==> src/rtl/gdl_pkg.sv <==
`timescale 1ns / 1ps
// Shared types and constants for the 3D grid density lookup.
// No dependencies; every other file imports this package.
package gdl_pkg;

  localparam int PT_W        = 6;
  localparam int QUEUE_DEPTH = 4;
  localparam int QPTR_W      = $clog2(QUEUE_DEPTH);

  localparam logic [2:0] OP_QUERY    = 3'd0;
  localparam logic [2:0] OP_WR_LAT   = 3'd1;
  localparam logic [2:0] OP_WR_LON   = 3'd2;
  localparam logic [2:0] OP_WR_ALT   = 3'd3;
  localparam logic [2:0] OP_WR_DENS  = 3'd4;

  localparam logic [1:0] CFG_LAT_POINTS = 2'd0;
  localparam logic [1:0] CFG_LON_POINTS = 2'd1;
  localparam logic [1:0] CFG_ALT_POINTS = 2'd2;
  localparam logic [1:0] CFG_CELL_MODE  = 2'd3;

  typedef enum logic [2:0] {
    K_QUERY   = 3'd0,
    K_WR_LAT  = 3'd1,
    K_WR_LON  = 3'd2,
    K_WR_ALT  = 3'd3,
    K_WR_DENS = 3'd4
  } kind_t;

  typedef struct packed {
    kind_t              kind;
    logic [14:0]        widx;
    logic [31:0]        wval;
    logic signed [31:0] lat;
    logic signed [31:0] lon;
    logic signed [31:0] alt;
  } q_word_t;

  typedef struct packed {
    logic full;
    logic empty;
  } q_stat_t;

  typedef struct packed {
    logic idle;
    logic pop_query;
  } bk_stat_t;

  typedef struct packed {
    logic [PT_W-1:0] lat_pts;
    logic [PT_W-1:0] lon_pts;
    logic [PT_W-1:0] alt_pts;
    logic            cell_mode;
  } cfg_t;

endpackage

==> src/rtl/gdl_front.sv <==
`timescale 1ns / 1ps
// Input stage: accepts stream words, decodes the op and drops words that do nothing.
// Depends on gdl_pkg; feeds gdl_queue.
module gdl_front import gdl_pkg::*; #(
  parameter int MAX_AXIS_POINTS = 32,
  parameter int TABLE_DEPTH     = 32768
) (
  input  logic           clk,
  input  logic           rst_n,
  input  logic           in_tvalid,
  output logic           in_tready,
  input  logic [143:0]   in_tdata,   // write_index, write_value, lat, lon, alt, pad
  input  logic [2:0]     in_tuser,   // op
  input  q_stat_t        q_stat,
  output logic           q_push,
  output q_word_t        q_wdata
);

  logic    vld_r, vld_nxt;
  q_word_t word_r, word_nxt;
  logic    keep;
  logic    accept;

  always_comb begin
    word_nxt.widx = in_tdata[14:0];
    word_nxt.wval = in_tdata[46:15];
    word_nxt.lat  = in_tdata[78:47];
    word_nxt.lon  = in_tdata[110:79];
    word_nxt.alt  = in_tdata[142:111];
    word_nxt.kind = K_QUERY;
    keep          = 1'b0;
    case (in_tuser)
      OP_QUERY: begin
        keep = 1'b1;
      end
      OP_WR_LAT: begin
        word_nxt.kind = K_WR_LAT;
        keep = 32'(in_tdata[14:0]) < 32'(MAX_AXIS_POINTS);
      end
      OP_WR_LON: begin
        word_nxt.kind = K_WR_LON;
        keep = 32'(in_tdata[14:0]) < 32'(MAX_AXIS_POINTS);
      end
      OP_WR_ALT: begin
        word_nxt.kind = K_WR_ALT;
        keep = 32'(in_tdata[14:0]) < 32'(MAX_AXIS_POINTS);
      end
      OP_WR_DENS: begin
        word_nxt.kind = K_WR_DENS;
        keep = 32'(in_tdata[14:0]) < 32'(TABLE_DEPTH);
      end
      default: begin
        keep = 1'b0;
      end
    endcase
  end

  assign q_push    = vld_r && !q_stat.full;
  assign in_tready = !vld_r || !q_stat.full;
  assign accept    = in_tvalid && in_tready;
  assign q_wdata   = word_r;

  always_comb begin
    vld_nxt = vld_r;
    if (q_push) begin
      vld_nxt = 1'b0;
    end
    if (accept && keep) begin
      vld_nxt = 1'b1;
    end
  end

  always_ff @(posedge clk) begin
    if (!rst_n) begin
      vld_r <= 1'b0;
    end else begin
      vld_r <= vld_nxt;
    end
    if (accept && keep) begin
      word_r <= word_nxt;
    end
  end

endmodule

==> config.mk <==
export PLATFORM = sky130hd
export DESIGN_NAME = gdl_front
export DESIGN_NICKNAME = d
export VERILOG_FILES = /design/src/rtl/gdl_pkg.sv /design/src/rtl/gdl_front.sv
export SDC_FILE = /design/constraint.sdc
export NUM_CORES = 1
export LEC_CHECK = 0
export BUFFER_PORTS_ARGS = -buffer_cell sky130_fd_sc_hd__clkbuf_2
export CAP_MARGIN = 20
export CORE_AREA = 2 2 115 117
export DETAILED_ROUTE_END_ITERATION = 7
export DIE_AREA = 0 0 117 119
export PLACE_DENSITY = 0.73
export SYNTH_ARGS = -nofsm -noshare
export SYNTH_HDL_FRONTEND = slang
export SYNTH_SLANG_ARGS = --single-unit
==> constraint.sdc <==
create_clock -name clk -period 12.82 [get_ports clk]
set_clock_uncertainty 0.1 [all_clocks]
set_input_delay 3.846 -clock clk [delete_from_list [all_inputs] [get_ports clk]]
set_output_delay 3.846 -clock clk [all_outputs]
set_load 0.005 [all_outputs]
Word-level counts from Yosys, hierarchy flattened

Cells that the tools add are included.

Order comparisons: 1
Equal/unequal tests: 4
Reduce and logical (&&, ||, !) cells: 10
Muxes and demuxes: 4

Operator list:

| operator              | number |
|---|---|
| $lt A15 B6 Y1 const B | 1 |
| $pmux W3 S4           | 1 |
| $eq A3 B2 Y1 const B  | 2 |
| $eq A3 B1 Y1 const B  | 1 |
| $eq A3 B3 Y1 const B  | 1 |
| $logic_and A1 B1 Y1   | 3 |
| $logic_not A3 Y1      | 1 |
| $reduce_or A3 Y1      | 1 |
| $logic_not A1 Y1      | 2 |
| $mux W1               | 2 |
| $pmux W1 S2           | 1 |
| $reduce_bool A2 Y1    | 1 |
| $reduce_or A2 Y1      | 1 |
| $logic_or A1 B1 Y1    | 1 |

Logic and storage cells: 26
Bits in registers: 147
Output and inout port bits: 148
Bits of input ports: 152

Logic depth before layout (Yosys ltp)

Gate-level depths: netlist of the first run.

Depth after elaboration: 5
Gate-level depth with buffers: 3
Mapped depth without buffers: 3

Least setup slack after synthesis of the first run

No wires, ideal clock.

Path kind: input -> register
From: input in_tuser[2]
To: register word_r, in the netlist q_wdata[0], enable pin
Setup slack: 1.752 ns
Arrival: 10.315 ns
Stages: 3
Cell sequence: nor4_2 > a31oi_1 > nor2_1

Cells in the longest elaborated chain, start to end: 4
Elaborated cells on any way between the ends: 9
Classes of those cells: 4 x eq/ne; 1 x mux; 4 x reduce/logical

RTL lines:

| element                                                                      | RTL line        | text |
|---|---|---|
| from (decl)                                                                  | gdl_front.sv:13 | `input logic [2:0] in_tuser,` |
| $eq A3 B2 Y1 (tied with other cells)                                         | gdl_front.sv:32 | `case (in_tuser)` |
| $reduce_or A3 Y1 (no source line) / $reduce_or A2 Y1 (equally long branches) | --              |  |
| $pmux W1 S2 (*)                                                              | gdl_front.sv:32 |  |
| $logic_and A1 B1 Y1 (*)                                                      | gdl_front.sv:79 | `if (accept && keep) begin` |
| to (signal assigned)                                                         | gdl_front.sv:80 | `word_r <= word_nxt;` |
| to (decl)                                                                    | gdl_front.sv:20 | `q_word_t word_r, word_nxt;` |

Every way passes the cells marked *; elsewhere a longest branch is shown, timed or not.
A chain may end at the register's enable or synchronous reset.

Final worst setup path of the first run

From: input q_stat[1] in the netlist's numbering
To: output in_tready

Cells in the longest elaborated chain, start to end: 2

RTL lines:

| element            | RTL line        | text |
|---|---|---|
| from (decl)        | gdl_front.sv:14 | `input q_stat_t q_stat,` |
| $logic_not A1 Y1   | gdl_front.sv:59 | `assign in_tready = !vld_r \|\| !q_stat.full;` |
| $logic_or A1 B1 Y1 | gdl_front.sv:59 |  |
| to (decl)          | gdl_front.sv:11 | `output logic in_tready,` |

No other way between the ends.

==> results of run 1 <==
[report_power, final]
part	switching, W	total, W	leakage [nW]	internal [W]
sequential	0.00000365	0.000549	1.35	0.000546
clock	0.000173	0.000495	0.295	0.000322
combinational	0.0000218	0.0000465	1.28	0.0000247
[worst max-delay path, cell delays in order]
cell      delay (ns)
clkbuf_2        0.09
nand2_1         0.12
clkbuf_2        0.13
[cell usage after synthesis]
master | number | area share
nand2_1 | 3 | 0.0025
nor4_4 | 1 | 0.0047
a31oi_1 | 2 | 0.0028
edfxtp_1 | 146 | 0.97
nor2_1 | 2 | 0.0017
dfxtp_1 | 1 | 0.0044
nor2b_1 | 1 | 0.0014
and2_2 | 1 | 0.0017
nor4_2 | 1 | 0.0028
and2b_2 | 2 | 0.0039
nand4_1 | 1 | 0.0014
inv_1 | 1 | 0.00083
nor3_1 | 1 | 0.0011
[path summary, 6_finish.rpt]
check | startpoint | to
max | q_stat[1] | in_tready
min reg2reg | vld_r | vld_r
min | vld_r | vld_r
max reg2reg | vld_r | q_wdata[116]
[metrics by stage]
step                      hold slack [ns]  cells  utilization  total power, W  area, sq um
after floorplan                     0.398    163            -        0.000570         4520
after global placement              0.429    638        0.485        0.000605         6240
after detailed placement            0.444    638        0.485        0.000607         6240
after CTS                           0.452    670        0.531         0.00110         6840
after global routing                0.487    670        0.531         0.00113         6840
final                               0.457    670        0.531         0.00109         6840
[cell families (layout without fill, tap and decap cells)]
logic type,count (synthesis),after routing,share of synthesized area
simple gates,13,13,0.0211
compound gates,2,2,0.00277
flops,147,147,0.975
buf+inv,1,332,0.000830
[sequential cells by signal, summed over array words and instances (netlist names)]
name     flops
vld_r        1
q_wdata    146
[per-layer routing]
| metal | global-route usage | part of all wire |
|---|---|---|
| met5 | 0 | 0 |
| met4 | 0.0640 | 0.016 |
| met3 | 0.0738 | 0.088 |
| met2 | 0.246 | 0.54 |
| met1 | 0.153 | 0.36 |
[layout make-up]
cell class	instances	area [sq um]	area share
clock inverters	13	164	0.0240
clock buffers	19	433	0.0633
inverters	1	3.75	0.000549
well taps	176	220	0.0322
multi-input cells	15	115	0.0168
flip-flops and latches	147	4400	0.644
repair buffers	299	1500	0.219
==> results.cfg, run 1 <==
[die]
die_x_um = 117
fp.dieH_um = 119
core_region_area_sq_um = 12900
dieArea_sq_um = 13900
initial_utilization = 0.351
io_pins = 300
placementRows = 42

[route]
drt_iter0_markers = 139
dr_total_vias = 2829
vias_per_cell = 4.22
wl_per_cell_um = 15.5
postRouteAntennaNets = 0
drt-total-wl_mm = 10.4
route.detailed.drc = 0
dr.pass1.iters = 5

[place]
port_buffers = 297
place_ws_ns = 4.68
hpwl_mm = 8.02
gp_congestion = 0.808

[worst_setup_path]
worstSetupPathType = in2out
critPathCaptureType = primary output
crit_arrival_ns = 4.20
reg2reg_slack_ns = 10.10
worstPathRequired_ns = 8.87
worstPathMaxFanout = 3
reg2regPathDepth = 5
worstSetupStartpointType = input port

[pwr]
p_per_area_nw_per_um2 = 159
ir_worst_vdd_mv = 0.0829
p_leak_nw = 2.93

[sta]
period_share = 0.635
slew_headroom = 0.370
tns_ns = 0
timing.fmax_mhz = 123
finalSetupViolCount = 0
timing.final.crit_period_ns = 8.14
setup_ws_ns = 4.68
finalHoldViolCount = 0
tightest_slew_ns = 0.946
rsz0062_at_grt = false
report.final.slew_viol_count = 0

[job]
maxCapViolations = 0

[hold_path]
min_path_cells = 2
hold_class = reg2reg

[status]
status = finished, final reports clean

[logic_synthesis]
synth_cell_types = 13
synthesis.area_sq_um = 4520
syn_avg_cell_area_sq_um = 27.7
ys_seq_area_frac = 0.975
syn_inst = 163
syn-num-nets = 315
synth-seq-cells = 147
ys_warn_count = 0

[clocking]
clk_path_buf_depth = 2
cts.sinks = 147
tritoncts = done
h-tree-depth = 4
cts_setup_buffers = 0
numCtsBuffers = 17
clkTransAtPathRegs_ns = 0.06
cts-resized-gates = 0
clock_latency_ns = 0.41
ctsHoldBuffers = 0
cts-root-buf = clkbuf_16

[layout]
drive_gt1_frac = 0.670
mostFrequentLayoutCells = clkbuf_2, edfxtp_1, clkbuf_16
nets = 633
diodes = 0
fillers = 1062
final_common_cell = clkbuf_2
area_growth_pct = 51.5

[global_route]
grt_max_degree = 77
grt_pass1_vias = 2830
track_usage = 0.147
grt_pass1_wl_mm = 14.6
antenna_found_initial = 0
grt_overflow = 0
No activity file was read; power rests on OpenSTA's default activity.
==> run 2: changes to the inputs <==
- CORE_AREA: 2 2 115 117 -> 2 2 117 119
- DIE_AREA: 0 0 117 119 -> 0 0 119 121
- PLACE_DENSITY: 0.73 -> 0.74
- clock period: 12.82 -> 6.8 ns (I/O delays scaled with it)
==> results.cfg, run 2 (synthesized netlist as in run 1, its figures left out) <==
[worst_setup_path]
critPathCaptureType = primary output
reg2regPathDepth = 4
r2r_end = q_wdata[89]
reg2reg_slack_ns = 4.86
worstPathRequired_ns = 4.66
r2r_start = vld_r
crit_top_cell = clkbuf_2
critPathLaunch = q_stat[1]
crit_chain = clkbuf_2 -> nor2b_1 -> clkbuf_2
max_stage_delay_ns = 0.12
critPathSlowestCell = clkbuf_2
worstSetupStartpointType = input port
worstPathMaxFanout = 2
worstSetupPathType = in2out
crit_arrival_ns = 2.37

[clocking]
cts.sinks = 147
clkTransAtPathRegs_ns = 0.06
cts_setup_buffers = 0
h-tree-depth = 4
cts-resized-gates = 0
tritoncts = done
clock_latency_ns = 0.40
ctsHoldBuffers = 0
numCtsBuffers = 17
cts-root-buf = clkbuf_16
clk_path_buf_depth = 2

[job]
maxCapViolations = 0

[die]
fp.dieH_um = 121
die_x_um = 119
dieArea_sq_um = 14400
io_pins = 300
initial_utilization = 0.345
placementRows = 42
core_region_area_sq_um = 13100

[route]
drt-total-wl_mm = 10.5
drt_iter0_markers = 109
route.detailed.drc = 0
vias_per_cell = 4.15
dr_total_vias = 2780
dr.pass1.iters = 4
wl_per_cell_um = 15.6
postRouteAntennaNets = 0

[status]
status = finished, final reports clean

[hold_path]
holdCritStartpoint = vld_r
min_path_cells = 2
min_to = vld_r
hold_class = reg2reg

[pwr]
switching_share = 0.195
p_sw_w = 0.000390
clkPwrFrac = 0.439
p_total_w = 0.00200
internal_power_w = 0.00161
seqPwrFrac = 0.517
ir_worst_vdd_mv = 0.139
p_per_area_nw_per_um2 = 294
p_leak_nw = 2.90
combinationalPowerShare = 0.044

[global_route]
antenna_found_initial = 0
grt_overflow = 0
grt_pass1_wl_mm = 15.2
met2_usage = 0.239
track_usage = 0.144
grt_pass1_vias = 2888
grt_busiest_layer = met2
grt_max_degree = 83
use_met1 = 0.162
grt_util_met3 = 0.0545

[place]
place_inst = 638
gp_congestion = 0.729
hpwl_mm = 8.10
port_buffers = 297

[sta]
timing.fmax_mhz = 222
finalSetupViolCount = 0
slew_headroom = 0.317
finalHoldViolCount = 0
period_share = 0.663
report.final.slew_viol_count = 0
rsz0062_at_grt = false
tightest_slew_ns = 1.02
tns_ns = 0
timing.final.crit_period_ns = 4.51

[layout]
mostFrequentLayoutCells = clkbuf_2, edfxtp_1, clkbuf_16, clkinv_2
final_common_cell = clkbuf_2
layout.cells.non_filler = 670
multi_input_area_sq_um = 115
diodes = 0
largest_reg_flops = 146
fillers = 1117
seq_area_sq_um = 4400
nets = 633
drive_gt1_frac = 0.676
area_growth_pct = 50.8
-- run 2: cell types whose count changed in the layout (fill, tap and decap cells not counted), sizes merged --
cell / before / now
bufinv: 4 / 2
clkbuf: 316 / 315
inv: 2 / 3
clkinvlp: 0 / 3
clkinv: 8 / 7
-- run 2: metrics by stage --
stage	hold slack [ns]	setup WS [ns]	util	instance area [sq um]
2_1_floorplan	0.398	1.62	-	4520
3_3_place_gp	0.396	2.29	0.477	6240
3_5_place_dp	0.426	2.29	0.477	6240
4_1_cts	0.442	2.29	0.520	6810
5_1_grt	0.495	2.28	0.520	6810
6_report	0.443	2.29	0.520	6810
-- run 2: worst max-delay path: cells and delay by family --
kind	cells	cell delay (ns)
buffers and inverters	2	0.21
and+or+nand+nor	1	0.11
-- run 2: power groups by stage --
stage / combinational [W] / clock [W] / sequential, W
after floorplan: 0.0000124 / 0 / 0.00106
after global placement: 0.0000864 / 0 / 0.00105
after detailed placement: 0.0000897 / 0 / 0.00105
after CTS: 0.0000901 / 0.000906 / 0.00104
after global routing: 0.0000970 / 0.000938 / 0.00104
final: 0.0000877 / 0.000879 / 0.00104
-- run 2: how the worst max path moves through the flow --
stage / endpoint / slack [ns] / depth (start not counted)
after CTS: q_push / 2.29 / 3
after global routing: q_push / 2.28 / 3
final: q_push / 2.29 / 3
after floorplan: q_wdata[0] / 1.62 / 3
after detailed placement: q_push / 2.29 / 3
after global placement: q_push / 2.29 / 3
-- run 2: area by class of cell --
cell class | instances | area share
inverters | 1 | 0.000551
clock inverters | 14 | 0.0200
repair buffers | 299 | 0.220
well taps | 176 | 0.0323
clock buffers | 18 | 0.0630
flip-flops and latches | 147 | 0.647
multi-input cells | 15 | 0.0169
-- run 2: routing by layer --
layer,wire (um),up-vias,part of all wire
met4,221,0,0.021
met3,843,18,0.081
met2,5500,149,0.53
met1,3900,1314,0.37
met5,0,-,0
li1,-,1299,-
